### config.mk
export PLATFORM = sky130hd
export DESIGN_NAME = motor_drive_current_stop_core
export DESIGN_NICKNAME = d
export VERILOG_FILES = /design/src/mdcs_pkg.sv /design/src/motor_drive_current_stop_core.sv
export SDC_FILE = /design/constraint.sdc
export NUM_CORES = 1
export LEC_CHECK = 0
export BUFFER_PORTS_ARGS = -buffer_cell sky130_fd_sc_hd__buf_2
export CORE_MARGIN = 5
export CORE_UTILIZATION = 45
export DETAILED_ROUTE_END_ITERATION = 7
export PLACE_DENSITY_LB_ADDON = 0.05
export SETUP_SLACK_MARGIN = 0.02
export SKIP_CTS_REPAIR_TIMING = 1
export SLEW_MARGIN = 30
export SYNTH_ARGS = -nofsm -noshare
export SYNTH_HDL_FRONTEND = slang
export SYNTH_SLANG_ARGS = --single-unit
### constraint.sdc
create_clock -name clk -period 12.3 [get_ports clk]
set_input_delay 2.46 -clock clk [delete_from_list [all_inputs] [get_ports clk]]
set_output_delay 2.46 -clock clk [all_outputs]
set_load 0.02 [all_outputs]
### src/mdcs_pkg.sv
// ----------------------------------------------------------------------------
// mdcs_pkg
// Shared constants for the motor drive current stop block: configuration
// register indexes, request codes, fixed field widths and reset values.
// ----------------------------------------------------------------------------
package mdcs_pkg;

  // Configuration port
  localparam int CFG_IDX_W  = 3;
  localparam int CFG_DATA_W = 16;

  typedef enum logic [CFG_IDX_W-1:0] {
    CFG_CURRENT_THRESHOLD = 3'd0,
    CFG_SPINUP_TICKS      = 3'd1,
    CFG_PAUSE_TICKS       = 3'd2,
    CFG_SAMPLE_TICKS      = 3'd3,
    CFG_MAX_RESTARTS      = 3'd4,
    CFG_DRIVE_LEVEL       = 3'd5
  } cfg_idx_t;

  // Request codes
  localparam logic REQ_TICK  = 1'b0;
  localparam logic REQ_START = 1'b1;

  // Fixed widths
  localparam int TICK_W    = 16;
  localparam int SAMPLE_W  = 8;
  localparam int RESTART_W = 2;
  localparam int DRIVE_W   = 8;
  localparam int AVG_W     = 16;

  // Reset values of the configuration registers
  localparam int unsigned THRESHOLD_RST = 1638;
  localparam logic [TICK_W-1:0]    SPINUP_RST  = 16'd200;
  localparam logic [TICK_W-1:0]    PAUSE_RST   = 16'd50;
  localparam logic [SAMPLE_W-1:0]  SAMPLE_RST  = 8'd5;
  localparam logic [RESTART_W-1:0] RESTART_RST = 2'd3;
  localparam logic [DRIVE_W-1:0]   LEVEL_RST   = 8'd255;

endpackage

### src/motor_drive_current_stop_core.sv
// ----------------------------------------------------------------------------
// motor_drive_current_stop_core
// DC motor bridge drive with spin-up stall restarts and a filtered current stop.
// ----------------------------------------------------------------------------
// Usage:
//   Input channel (in_valid / in_stall): each item is either a tick carrying
//   one current sample, or a start request carrying direction and timeout.
//   A start while a move is in progress is ignored (reported status only).
//   Result channel (out_valid / out_stall): exactly one result item per input
//   item, in order: bridge duties, busy, done, stop cause, filtered current.
//   Configuration port (cfg_we / cfg_index / cfg_wdata): write only while idle;
//   indexes beyond the register list are dropped.
// Timing:
//   An item passes an input register, then the move state update into the
//   result register. One item per cycle is sustained while the receiver does
//   not stall; the move state registers load in the same cycle as the result
//   register.
//   When the receiver stalls, the result register holds and, if the input
//   register is empty, one more item is taken into it; after that in_stall rises.
// Reset (rst_n low, synchronous): the move goes idle, counters and the average
//   clear, configuration returns to its defaults, both pipeline stages empty.
// ----------------------------------------------------------------------------
module motor_drive_current_stop_core #(
  parameter int ADC_BITS     = 12,
  parameter int TIMEOUT_BITS = 14
) (
  input  logic                                clk,
  input  logic                                rst_n,
  // configuration
  input  logic                                cfg_we,
  input  logic [mdcs_pkg::CFG_IDX_W-1:0]      cfg_index,
  input  logic [mdcs_pkg::CFG_DATA_W-1:0]     cfg_wdata,
  // input channel
  input  logic                                in_valid,
  output logic                                in_stall,
  input  logic                                in_req_type,
  input  logic                                in_direction,
  input  logic [TIMEOUT_BITS-1:0]             in_timeout_count,
  input  logic [ADC_BITS-1:0]                 in_current_sample,
  // result channel
  output logic                                out_valid,
  input  logic                                out_stall,
  output logic [mdcs_pkg::DRIVE_W-1:0]        out_drive_a,
  output logic [mdcs_pkg::DRIVE_W-1:0]        out_drive_b,
  output logic                                out_busy_res,
  output logic                                out_done_res,
  output logic                                out_stopped_by_current,
  output logic [mdcs_pkg::AVG_W-1:0]          out_filtered_current
);

  localparam int FRAC_BITS = mdcs_pkg::AVG_W - ADC_BITS;
  localparam int CMP_W     = ADC_BITS + 3;

  typedef enum logic [1:0] {
    PH_IDLE   = 2'd0,
    PH_SPINUP = 2'd1,
    PH_PAUSE  = 2'd2,
    PH_RUN    = 2'd3
  } phase_t;

  // Configuration registers
  logic [ADC_BITS-1:0]                thresh_r;
  logic [mdcs_pkg::TICK_W-1:0]        spinup_r;
  logic [mdcs_pkg::TICK_W-1:0]        pause_r;
  logic [mdcs_pkg::SAMPLE_W-1:0]      sample_r;
  logic [mdcs_pkg::RESTART_W-1:0]     max_rst_r;
  logic [mdcs_pkg::DRIVE_W-1:0]       level_r;

  // Input register
  logic                               in_vld_r;
  logic                               req_r;
  logic                               dir_in_r;
  logic [TIMEOUT_BITS-1:0]            tmo_in_r;
  logic [ADC_BITS-1:0]                smp_r;

  // Move state
  phase_t                             phase_r, phase_nxt;
  logic [mdcs_pkg::TICK_W-1:0]        timer_r, timer_nxt;
  logic [mdcs_pkg::RESTART_W-1:0]     rest_r, rest_nxt;
  logic [TIMEOUT_BITS-1:0]            tmo_r, tmo_nxt;
  logic [mdcs_pkg::AVG_W-1:0]         avg_r, avg_nxt;
  logic                               dir_r, dir_nxt;
  logic                               done_nxt;
  logic                               by_cur_nxt;

  // Result register
  logic                               out_vld_r;
  logic [mdcs_pkg::DRIVE_W-1:0]       drv_a_r, drv_a_nxt;
  logic [mdcs_pkg::DRIVE_W-1:0]       drv_b_r, drv_b_nxt;
  logic                               busy_r, done_r, by_cur_r;
  logic [mdcs_pkg::AVG_W-1:0]         favg_r;

  logic                               in_acc;
  logic                               adv;
  logic                               fire;

  logic                               expired;
  logic [mdcs_pkg::TICK_W-1:0]        timer_dec;
  logic [mdcs_pkg::AVG_W-1:0]         limit;
  logic [mdcs_pkg::AVG_W-1:0]         smp_fx;
  logic [mdcs_pkg::AVG_W:0]           avg_sum;
  logic [mdcs_pkg::AVG_W-1:0]         avg_upd;
  logic [TIMEOUT_BITS-1:0]            tmo_dec;
  logic                               stall_hit;
  logic                               stop_now;
  logic                               stop_run;
  logic                               drive_on;

  // Handshake: the result register drains or is empty -> the stage advances
  assign adv      = !out_vld_r || !out_stall;
  assign fire     = in_vld_r && adv;
  assign in_stall = in_vld_r && !adv;
  assign in_acc   = in_valid && !in_stall;

  // Datapath pieces
  assign expired   = (timer_r <= mdcs_pkg::TICK_W'(1));
  assign timer_dec = timer_r - mdcs_pkg::TICK_W'(1);
  assign limit     = mdcs_pkg::AVG_W'(thresh_r) << FRAC_BITS;
  assign smp_fx    = mdcs_pkg::AVG_W'(smp_r) << FRAC_BITS;
  assign avg_sum   = {1'b0, avg_r} + {1'b0, smp_fx};
  assign avg_upd   = avg_sum[mdcs_pkg::AVG_W:1];
  assign tmo_dec   = tmo_r - TIMEOUT_BITS'(1);
  // sample > 0.8 * threshold, done exactly as 5 * sample > 4 * threshold
  assign stall_hit = (CMP_W'(smp_r) * CMP_W'(5)) > (CMP_W'(thresh_r) << 2);
  // stop test on the state as it stands (entry into run)
  assign stop_now  = (tmo_r == '0) || (avg_r >= limit);
  // stop test after a filter update
  assign stop_run  = (tmo_dec == '0) || (avg_upd >= limit);

  // Next move state for the item in the input register
  always_comb begin
    phase_nxt  = phase_r;
    timer_nxt  = timer_r;
    rest_nxt   = rest_r;
    tmo_nxt    = tmo_r;
    avg_nxt    = avg_r;
    dir_nxt    = dir_r;
    done_nxt   = 1'b0;
    by_cur_nxt = 1'b0;
    if (req_r == mdcs_pkg::REQ_START) begin
      // start: take it only when idle, ignore otherwise
      if (phase_r == PH_IDLE) begin
        dir_nxt   = dir_in_r;
        tmo_nxt   = tmo_in_r;
        avg_nxt   = '0;
        rest_nxt  = max_rst_r;
        phase_nxt = PH_SPINUP;
        timer_nxt = spinup_r;
      end
    end else begin
      case (phase_r)
        PH_SPINUP: begin
          if (!expired) begin
            timer_nxt = timer_dec;
          end else if (stall_hit && rest_r != '0) begin
            // stall at end of spin-up: drop the drive for a pause
            rest_nxt  = rest_r - mdcs_pkg::RESTART_W'(1);
            phase_nxt = PH_PAUSE;
            timer_nxt = pause_r;
          end else if (stop_now) begin
            done_nxt   = 1'b1;
            by_cur_nxt = (tmo_r != '0);
            phase_nxt  = PH_IDLE;
            timer_nxt  = '0;
          end else begin
            phase_nxt = PH_RUN;
            timer_nxt = mdcs_pkg::TICK_W'(sample_r);
          end
        end
        PH_PAUSE: begin
          if (!expired) begin
            timer_nxt = timer_dec;
          end else begin
            phase_nxt = PH_SPINUP;
            timer_nxt = spinup_r;
          end
        end
        PH_RUN: begin
          if (!expired) begin
            timer_nxt = timer_dec;
          end else begin
            // filter interval: average, count the timeout down, test stop
            avg_nxt   = avg_upd;
            tmo_nxt   = tmo_dec;
            timer_nxt = mdcs_pkg::TICK_W'(sample_r);
            if (stop_run) begin
              done_nxt   = 1'b1;
              by_cur_nxt = (tmo_dec != '0);
              phase_nxt  = PH_IDLE;
              timer_nxt  = '0;
            end
          end
        end
        default: begin
          // idle tick: nothing moves
        end
      endcase
    end
  end

  assign drive_on  = (phase_nxt == PH_SPINUP) || (phase_nxt == PH_RUN);
  assign drv_a_nxt = (drive_on && dir_nxt)  ? level_r : '0;
  assign drv_b_nxt = (drive_on && !dir_nxt) ? level_r : '0;

  // Configuration registers
  always_ff @(posedge clk) begin
    if (!rst_n) begin
      thresh_r  <= ADC_BITS'(mdcs_pkg::THRESHOLD_RST);
      spinup_r  <= mdcs_pkg::SPINUP_RST;
      pause_r   <= mdcs_pkg::PAUSE_RST;
      sample_r  <= mdcs_pkg::SAMPLE_RST;
      max_rst_r <= mdcs_pkg::RESTART_RST;
      level_r   <= mdcs_pkg::LEVEL_RST;
    end else if (cfg_we) begin
      case (cfg_index)
        mdcs_pkg::CFG_CURRENT_THRESHOLD: thresh_r  <= cfg_wdata[ADC_BITS-1:0];
        mdcs_pkg::CFG_SPINUP_TICKS:      spinup_r  <= cfg_wdata;
        mdcs_pkg::CFG_PAUSE_TICKS:       pause_r   <= cfg_wdata;
        mdcs_pkg::CFG_SAMPLE_TICKS:      sample_r  <= cfg_wdata[mdcs_pkg::SAMPLE_W-1:0];
        mdcs_pkg::CFG_MAX_RESTARTS:      max_rst_r <= cfg_wdata[mdcs_pkg::RESTART_W-1:0];
        mdcs_pkg::CFG_DRIVE_LEVEL:       level_r   <= cfg_wdata[mdcs_pkg::DRIVE_W-1:0];
        default: begin
          // unknown index: drop the write
        end
      endcase
    end
  end

  // Input register: load on accept, empty once the item moves on
  always_ff @(posedge clk) begin
    if (!rst_n) begin
      in_vld_r <= 1'b0;
    end else if (in_acc) begin
      in_vld_r <= 1'b1;
    end else if (adv) begin
      in_vld_r <= 1'b0;
    end
  end

  always_ff @(posedge clk) begin
    if (in_acc) begin
      req_r    <= in_req_type;
      dir_in_r <= in_direction;
      tmo_in_r <= in_timeout_count;
      smp_r    <= in_current_sample;
    end
  end

  // Move state and result register
  always_ff @(posedge clk) begin
    if (!rst_n) begin
      phase_r   <= PH_IDLE;
      timer_r   <= '0;
      rest_r    <= '0;
      tmo_r     <= '0;
      avg_r     <= '0;
      dir_r     <= 1'b0;
      out_vld_r <= 1'b0;
    end else if (fire) begin
      phase_r   <= phase_nxt;
      timer_r   <= timer_nxt;
      rest_r    <= rest_nxt;
      tmo_r     <= tmo_nxt;
      avg_r     <= avg_nxt;
      dir_r     <= dir_nxt;
      out_vld_r <= 1'b1;
    end else if (!out_stall) begin
      out_vld_r <= 1'b0;
    end
  end

  always_ff @(posedge clk) begin
    if (fire) begin
      drv_a_r  <= drv_a_nxt;
      drv_b_r  <= drv_b_nxt;
      busy_r   <= (phase_nxt != PH_IDLE);
      done_r   <= done_nxt;
      by_cur_r <= by_cur_nxt;
      favg_r   <= avg_nxt;
    end
  end

  assign out_valid              = out_vld_r;
  assign out_drive_a            = drv_a_r;
  assign out_drive_b            = drv_b_r;
  assign out_busy_res           = busy_r;
  assign out_done_res           = done_r;
  assign out_stopped_by_current = by_cur_r;
  assign out_filtered_current   = favg_r;

endmodule

==> results of run 1 <==
[routing by layer]
| layer | track usage, % | vias to the layer above | wire length (um) |
|---|---|---|---|
| li1 | - | 4064 | - |
| met2 | 30.90 | 185 | 10930 |
| met1 | 32.20 | 3851 | 13340 |
| met5 | 0 | - | 0 |
| met4 | 5.199 | 0 | 303 |
| met3 | 3.335 | 21 | 1270 |
[sequential cells by signal, indices dropped and copies added, names as in the netlist, 8 cells and up]
| signal | cells |
|---|---|
| out_drive_b | 8 |
| pause_r | 16 |
| timer_r | 16 |
| tmo_r | 14 |
| tmo_in_r | 14 |
| sample_r | 8 |
| level_r | 8 |
| spinup_r | 16 |
| avg_r | 16 |
| out_filtered_current | 16 |
| smp_r | 12 |
| thresh_r | 12 |
| out_drive_a | 8 |
[layout make-up]
| class | count | area, um^2 |
|---|---|---|
| clock inverters | 14 | 117.6 |
| flip-flops and latches | 178 | 4194 |
| clock buffers | 18 | 450.4 |
| multi-input cells | 815 | 5290 |
| fillers | 2143 | 10600 |
| repair buffers | 98 | 535.5 |
| well taps | 280 | 350.3 |
| inverters | 40 | 150.1 |
[logic make-up after synthesis]
| family | count (synthesis) |
|---|---|
| mux | 6 |
| flops | 178 |
| xor+xnor | 32 |
| compound gates | 295 |
| fa+ha+maj | 76 |
| buf+inv | 95 |
| simple gates | 406 |
[worst max-delay path: stages]
cell and delay [ns]:
buf_2 0.10, and3_1 0.23, buf_2 0.19
[cell usage after synthesis, types with 5 or more instances]
master	count
nor4_1	8
dfxtp_1	115
a221oi_1	5
mux2i_1	5
nor2_1	53
nand2b_1	7
nand3_1	38
xnor2_1	19
xor2_1	13
a211oi_1	13
o21bai_1	6
or3_1	14
or2_2	7
a22oi_1	12
inv_1	40
and2_1	11
clkbuf_1	44
and3_1	24
o31ai_1	5
a211o_1	5
nand4_1	6
nand2_1	171
a21oi_1	58
nor2b_1	20
edfxtp_1	63
nor3_1	22
o211ai_1	13
o21ai_0	73
a21o_1	6
a21boi_0	45
ha_1	74
a22o_1	12
[power by group through the flow]
| stage | combinational (mW) | clock, mW | sequential (mW) |
|---|---|---|---|
| after floorplan | 0.201 | 0 | 0.668 |
| after CTS | 0.274 | 0.539 | 0.654 |
| after global placement | 0.270 | 0 | 0.667 |
| final | 0.273 | 0.526 | 0.654 |
| after global routing | 0.307 | 0.562 | 0.656 |
| after detailed placement | 0.272 | 0 | 0.667 |
[worst paths after layout]
| check | depth (start not counted) | end |
|---|---|---|
| setup reg to reg | 18 | out_drive_b[4] |
| hold reg to reg | 2 | timer_r[13] |
| setup / recovery | 3 | in_stall |
| hold / removal | 2 | timer_r[13] |
==> impl_metrics.csv, run 1 <==
group,metric,value,unit
placed_design,port-buffer-count,88,
worst_setup_path,crit_path_end_kind,"output pin",
job,max-cap-violations,0,
global_routing,grt_max_degree,83,
sta,timing_hold_violations_final,0,
global_routing,grt_usage,21.01,%
synthesis,yosys-top-cells-area,"dfxtp_1 (23%), edfxtp_1 (19%), ha_1 (9.4%), nand2_1 (6.5%), o21ai_0 (3.7%)",
placed_design,dp_worst_setup_slack,6.857,ns
cts,cts_num_sinks,178,
global_routing,grt_first_pass_wirelength,41280,um
floorplan,die-area,25000,um^2
worst_setup_path,startpoint,"out_stall",
pwr,clkPwrFrac,36.2,%
synthesis,synthMuxAreaShare,0.6210,%
floorplan,initial_utilization,45.52,%
synthesis,ys_seq_elements,178,
synthesis,syn_inst,1088,
final_layout,fin_nets,1278,
sta,period_share,44.27,%
pwr,switching_share,29.77,%
synthesis,syn_nets,1216,
floorplan,die_w,158.1,um
synthesis,ys_warn_count,0,
global_routing,grt_pass1_vias,7567,
sta,skew,0.01485,ns
synthesis,synthArstFlopShare,0,%
worst_setup_path,r2r_slack,7.25,ns
worst_setup_path,crit_fanout,3,
worst_setup_path,crit_type,"input port to output pin",
worst_setup_path,rr_startpoint,"smp_r[0]",
detailed_routing,drt_first_iter_violations,585,
detailed_routing,drt_pass1_iterations,5,
pwr,power,1.453,mW
cts,h-tree-depth,4,
cts,clk_latency,0.44,ns
pwr,power_frac_comb,18.8,%
detailed_routing,wl,25840,um
sta,tns,0,ns
cts,root_buffer,"clkbuf_16",
hold_path,hp-start,"pause_r[13]",
final_layout,final_core_util,51.13,%
status,status,"finished clean",
sta,holdWs,0.4621,ns
final_layout,stdcell_area,11090,um^2
final_layout,layout_commonest_cell,"nand2_1",
floorplan,core_region_area,21690,um^2
global_routing,antenna_found_initial,0,
synthesis,yosys.area_share.adder,9.785,%
sta,fmax,183.7,MHz
cts,cts_buffers,17,
hold_path,hp-class,"register to register",
placed_design,hpwl,18530,um
synthesis,yosys.area_share.simple,20.32,%
sta,rsz0062_at_grt,"no",
synthesis,synth-seq-area-share,42.48,%
worst_setup_path,arrival,2.98,ns
sta,worstMarginPinSlew,0.8926,ns
floorplan,io_pins,89,
sta,period_needed,5.445,ns
sta,setup_violations,0,
cts,tritoncts,"yes",
worst_setup_path,start_kind,"input port",
placed_design,placed_cells,1410,
cts,clkTransAtPathRegs,0.07,ns
final_layout,drive_gt1_share,14.02,%
pwr,p_int,1.020,mW
floorplan,fp.dieH,158.1,um
sta,drv_slew,0,
final_layout,syn_to_final_growth,12.32,%
synthesis,synth_top_family_by_area,"simple AND/OR/NAND/NOR gates",
worst_setup_path,required,9.84,ns
cts,cts_buffer_depth,2,
pwr,irDropWorstVdd,0.00007090,V
final_layout,stdcell_count,1443,
sta,fin_ws,6.855,ns
synthesis,syn-mean-instance-area,9.074,um^2
synthesis,synth_edf_count,63,
synthesis,netlist_area,9872,um^2
detailed_routing,drc,0,
synthesis,synth_cell_types,75,
sta,slew_headroom,40.43,%
synthesis,synth_compound_area_share,19.91,%
placed_design,gp_congestion,0.8518,
final_layout,final_cell_mix,"nand2_1 (171), dfxtp_1 (115), buf_2 (88)",
detailed_routing,via_per_inst,5.628,
synthesis,synthXorXnorAreaFrac,2.839,%
pwr,p_leak,4.428,nW
detailed_routing,post_drt_wl_per_cell,17.91,um
placed_design,dpl_cell_area,10490,um^2
detailed_routing,vias,8121,
detailed_routing,antenna_left,0,
synthesis,synth_largest_area_cell,"dfxtp_1",
pwr,power_frac_seq,45.0,%
synthesis,yosys.area.top_type_share,23.32,%
final_layout,diodes,0,
pwr,power_density,131.0,nW/um^2
floorplan,rows,54,
synthesis,synth_ff_type,"dfxtp_1",
pwr,power_switching,0.4326,mW
global_routing,grt_overflow_total,0,
Power figures use the tool's default switching activity.
==> inputs of run 2 (changes only) <==
- ABC_AREA: default -> 1
- clock period: 12.3 -> 5.5 ns (I/O delays scaled with it)
==> run 2 against run 1 <==
  * Sequential power increased by 130%
  * Global-route usage decreased by 0.57 points
  * Combinational power increased to 2.9 times the previous value
  * Synthesized area increased by 2.6%
  * Critical path type is now register to register
==> impl_metrics.csv, run 2 <==
group,metric,value,unit
synthesis,yosys.area.top_type_share,22.74,%
final_layout,seq_area,4194,um^2
pwr,p_leak,5.203,nW
worst_setup_path,reg2reg_depth,27,
worst_setup_path,crit_fanout,10,
job,max-cap-violations,0,
worst_setup_path,arrival,4.62,ns
global_routing,grt_pass1_vias,8139,
synthesis,synth_largest_area_cell,"dfxtp_1",
final_layout,syn_to_final_growth,12.85,%
sta,period_needed,4.416,ns
final_layout,layout_commonest_cell,"nand2_1",
synthesis,synthArstFlopShare,0,%
cts,tritoncts,"yes",
cts,cts_num_sinks,178,
hold_path,whs_path_depth,2,
cts,clk_latency,0.44,ns
sta,tns,0,ns
floorplan,rows,54,
final_layout,fin_nets,1461,
synthesis,ys_seq_elements,178,
cts,cts_buffer_depth,2,
detailed_routing,wl_met1,12740,um
detailed_routing,drt_pass1_iterations,5,
final_layout,fill_cells,2161,
sta,setup_violations,0,
synthesis,synth_edf_count,63,
worst_setup_path,cpMaxStageDelayCell,"edfxtp_1",
global_routing,grt_max_degree,81,
worst_setup_path,rr_startpoint,"smp_r[1]",
detailed_routing,antenna_left,0,
synthesis,yosysMostFrequentCell,"nand2_1",
pwr,power_density,312.0,nW/um^2
detailed_routing,wl,26300,um
floorplan,core_region_area,21960,um^2
synthesis,ys_warn_count,0,
global_routing,grt_usage,20.45,%
status,status,"finished clean",
placed_design,port-buffer-count,88,
detailed_routing,via_per_inst,5.221,
synthesis,synth_ff_type,"dfxtp_1",
worst_setup_path,start_kind,"register",
detailed_routing,drc,0,
synthesis,synth-seq-area-share,41.42,%
synthesis,syn_inst,1256,
final_layout,drive_gt1_share,15.16,%
worst_setup_path,crit_type,"register to register",
cts,cts_buffers,17,
worst_setup_path,r2r-end,"out_drive_a[7]",
worst_setup_path,required,5.70,ns
sta,skew,0.01298,ns
final_layout,final_cell_mix,"nand2_1 (205), nor2_1 (159), inv_1 (142)",
cts,h-tree-depth,4,
sta,rsz0062_at_grt,"no",
worst_setup_path,crit_top_cell,"nand2_1",
synthesis,syn_nets,1384,
synthesis,synth_cell_types,58,
global_routing,antenna_found_initial,0,
synthesis,syn-mean-instance-area,8.061,um^2
floorplan,die_w,160.0,um
worst_setup_path,crit_path_end_kind,"register",
floorplan,die-area,25600,um^2
hold_path,hp-start,"pause_r[6]",
detailed_routing,vias,8490,
global_routing,grt_first_pass_wirelength,42590,um
pwr,irDropWorstVdd,0.0002088,V
sta,drv_slew,0,
floorplan,fp.dieH,160.0,um
cts,clkTransAtPathRegs,0.08,ns
floorplan,io_pins,89,
global_routing,grt_overflow_total,0,
hold_path,holdPathEnd,"pause_r[6]",
synthesis,synth_common_cells,"nand2_1 (205), nor2_1 (159), inv_1 (144)",
sta,fmax,226.5,MHz
placed_design,hpwl,19170,um
hold_path,hp-class,"register to register",
sta,period_share,80.29,%
sta,worstMarginPinSlew,0.8958,ns
floorplan,initial_utilization,46.11,%
detailed_routing,post_drt_wl_per_cell,16.17,um
detailed_routing,drt_first_iter_violations,457,
pwr,power,3.565,mW
cts,root_buffer,"clkbuf_16",
worst_setup_path,slowest_delay,0.44,ns
sta,slew_headroom,40.06,%
final_layout,multi_input_area,5187,um^2
detailed_routing,top_layer,"met4",
synthesis,netlist_area,10120,um^2
detailed_routing,wl_met3,941,um
synthesis,yosys-top-cells-area,"dfxtp_1 (23%), edfxtp_1 (19%), ha_1 (9.1%), nand2_1 (7.6%), nor2_1 (5.9%)",
worst_setup_path,r2r_slack,1.08,ns
sta,timing_hold_violations_final,0,
placed_design,gp_congestion,0.8585,
final_layout,diodes,0,
detailed_routing,wl_met2,12270,um
==> run 2: cell type report <==
cell class	instances	area share (%)
Clock buffer	17	3.723
Clock inverter	15	1.730
Inverter	152	5.059
Multi-Input combinational cell	889	45.40
Sequential cell	178	36.71
Tap cell	280	3.066
Timing Repair Buffer	95	4.314
==> run 2: worst max path at each step <==
stage               cells after the start      from              to  slack, ns
floorplan                              27  smp_r[1]  out_drive_a[0]       1.55
CTS                                    27  smp_r[1]  out_drive_a[7]       1.11
finish                                 27  smp_r[1]  out_drive_a[7]       1.08
global route                           27  smp_r[1]  out_drive_a[7]       0.79
global placement                       27  smp_r[3]  out_drive_a[1]       1.23
detailed placement                     27  smp_r[3]  out_drive_a[7]       1.15
==> run 2: cells by family after synthesis <==
family | count (synthesis) | synth area share, %
multiplexers | 1 | 0.09887
buffers and inverters | 189 | 7.341
XOR/XNOR | 31 | 2.682
AO/OA/AOI/OAI | 284 | 15.98
AND/OR/NAND/NOR | 497 | 22.94
adder cells (fa/ha/maj) | 76 | 9.540
flip-flops | 178 | 41.42
==> run 2: routing by layer <==
| metal | track usage, % | vias up |
|---|---|---|
| li1 | - | 4371 |
| met1 | 28.41 | 3941 |
| met5 | 0 | - |
| met4 | 5.436 | 0 |
| met2 | 33.64 | 152 |
| met3 | 2.809 | 26 |
==> run 2: power breakdown <==
group          switching (mW)  internal [mW]
clock network           0.641          0.632
registers              0.0510           1.44
logic                   0.526          0.279
==> run 2: critical path, delay by kind of cell, from the launching register on <==
| kind | cells | cell delay, ns |
|---|---|---|
| flops | 1 | 0.44 |
| compound gates | 5 | 0.71 |
| simple gates | 17 | 1.61 |
| fa+ha+maj | 4 | 1.25 |
| xor+xnor | 1 | 0.16 |
==> run 2: through the flow <==
step / hold slack [ns] / area [um^2] / setup WS [ns] / cells / utilization [%]
after floorplan: 0.4287 / 10120 / 1.549 / 1256 / -
after global placement: 0.4532 / 10800 / 1.228 / 1594 / 49.20
after detailed placement: 0.4552 / 10800 / 1.153 / 1594 / 49.20
after CTS: 0.4742 / 11430 / 1.107 / 1626 / 52.03
after global routing: 0.4911 / 11430 / 0.7851 / 1626 / 52.03
final: 0.4670 / 11430 / 1.084 / 1626 / 52.03
==> inputs of run 3 (changes only) <==
- clock period: 5.5 -> 3.7 ns (I/O delays scaled with it)
==> run 3 against run 2 <==
  * The flow now finishes with violations (setup timing)
  * Sequential share of layout area fell by 2.2 points
  * Largest cell class unchanged
  * Utilization increased by 3.2 points
  * Largest power group unchanged
  * Hold slack worse by 0.0035 ns
==> impl_metrics.csv, run 3 (synthesis gave the netlist of run 2 again) <==
group,metric,value,unit
detailed_routing,via_per_inst,5.189,
final_layout,layout_commonest_cell,"nand2_1",
worst_setup_path,arrival,4.35,ns
pwr,power,5.459,mW
worst_setup_path,crit_top_cell,"nand2_2",
pwr,power_density,449.7,nW/um^2
cts,tritoncts,"yes",
pwr,p_leak,5.523,nW
floorplan,die-area,25600,um^2
worst_setup_path,required,4.07,ns
worst_setup_path,crit_fanout,6,
final_layout,diodes,0,
final_layout,final_core_util,55.28,%
floorplan,fp.dieH,160.0,um
detailed_routing,wl_met2,12550,um
sta,slew_headroom,41.23,%
sta,timing_hold_violations_final,0,
cts,clkTransAtPathRegs,0.08,ns
sta,fmax,251.6,MHz
worst_setup_path,rr_startpoint,"smp_r[1]",
cts,cts_buffer_depth,2,
worst_setup_path,startpoint,"smp_r[1]",
global_routing,grt_usage,20.85,%
detailed_routing,drc,0,
sta,fin_ws,-0.2751,ns
cts,root_buffer,"clkbuf_16",
detailed_routing,drt_first_iter_violations,459,
floorplan,initial_utilization,46.11,%
sta,drv_slew,0,
global_routing,grt_overflow_total,0,
sta,rsz0062_at_grt,"yes",
final_layout,fill_cells,2078,
placed_design,port-buffer-count,88,
sta,worstMarginPinSlew,0.8783,ns
detailed_routing,vias,8738,
detailed_routing,wl_met3,1219,um
status,status,"finished, violations left",
detailed_routing,top_layer,"met4",
hold_path,hp-class,"register to register",
pwr,irDropWorstVdd,0.0003048,V
worst_setup_path,crit_family,"adder cells",
floorplan,rows,54,
sta,skew,0.01166,ns
cts,cts_buffers,17,
cts,h-tree-depth,4,
worst_setup_path,crit_path_end_kind,"register",
final_layout,fin_nets,1519,
worst_setup_path,crit_buf_inv,2,
hold_path,hp-start,"pause_r[1]",
sta,period_share,107.4,%
sta,period_needed,3.975,ns
placed_design,gp_congestion,0.9014,
worst_setup_path,slowest_delay,0.44,ns
job,max-cap-violations,0,
detailed_routing,antenna_left,0,
global_routing,grt_max_degree,80,
detailed_routing,drt_pass1_iterations,7,
cts,cts_num_sinks,178,
sta,setup_violations,37,
detailed_routing,wl,27310,um
detailed_routing,post_drt_wl_per_cell,16.22,um
global_routing,antenna_found_initial,0,
final_layout,drive_gt1_share,22.22,%
cts,clk_latency,0.44,ns
floorplan,io_pins,89,
worst_setup_path,cpMaxStageDelayCell,"edfxtp_1",
detailed_routing,wl_met1,13040,um
worst_setup_path,crit_type,"register to register",
final_layout,syn_to_final_growth,19.90,%
global_routing,grt_pass1_vias,8123,
floorplan,core_region_area,21960,um^2
status,violations,"setup timing",
global_routing,grt_first_pass_wirelength,43280,um
final_layout,final_cell_mix,"nand2_1 (193), nor2_1 (151), inv_1 (144)",
placed_design,hpwl,19930,um
worst_setup_path,start_kind,"register",
floorplan,die_w,160.0,um
## run 3: through the flow
step / setup WS, ns / setup TNS [ns] / hold WS, ns / cell area, um^2 / instances
final: -0.2751 / -7.964 / 0.4635 / 12140 / 1684
after global routing: -0.5341 / -17.99 / 0.4609 / 12140 / 1684
after CTS: -0.2795 / -7.382 / 0.4611 / 11800 / 1673
after detailed placement: -0.2640 / -6.581 / 0.4512 / 11190 / 1641
after global placement: -0.1745 / -3.451 / 0.4503 / 11190 / 1641
after floorplan: -0.04134 / -0.3308 / 0.4287 / 10150 / 1256
## run 3: power breakdown
group / total, mW / switching (mW) / internal (mW)
clock network: 1.88 / 0.907 / 0.974
logic: 1.37 / 0.851 / 0.518
registers: 2.21 / 0.0751 / 2.13
## run 3: tightest hold or removal path, delay by kind of cell, from the launching register on
family        cells  cell delay, ns
simple gates      2            0.10
flops             1            0.33
## run 3: area by class of cell
cell class	instances	area [um^2]	area share, %
Tap cell	280	350.3	2.886
Clock inverter	15	183.9	1.515
Sequential cell	178	4194	34.55
Multi-Input combinational cell	890	5449	44.89
Inverter	152	578.1	4.762
Timing Repair Buffer	152	958.4	7.895
Clock buffer	17	425.4	3.504
## run 3: worst paths after layout
kind / end / slack (ns) / cells after the start
max: timer_r[14] / -0.28 / 27
min: pause_r[1] / 0.46 / 2
max reg2reg: timer_r[14] / -0.28 / 27
min reg2reg: pause_r[1] / 0.46 / 2
## run 3: layer usage
layer	global-route usage [%]	vias up
li1	-	4515
met1	29.58	4005
met2	33.43	182
met3	3.015	36
met4	5.632	0
met5	0	-
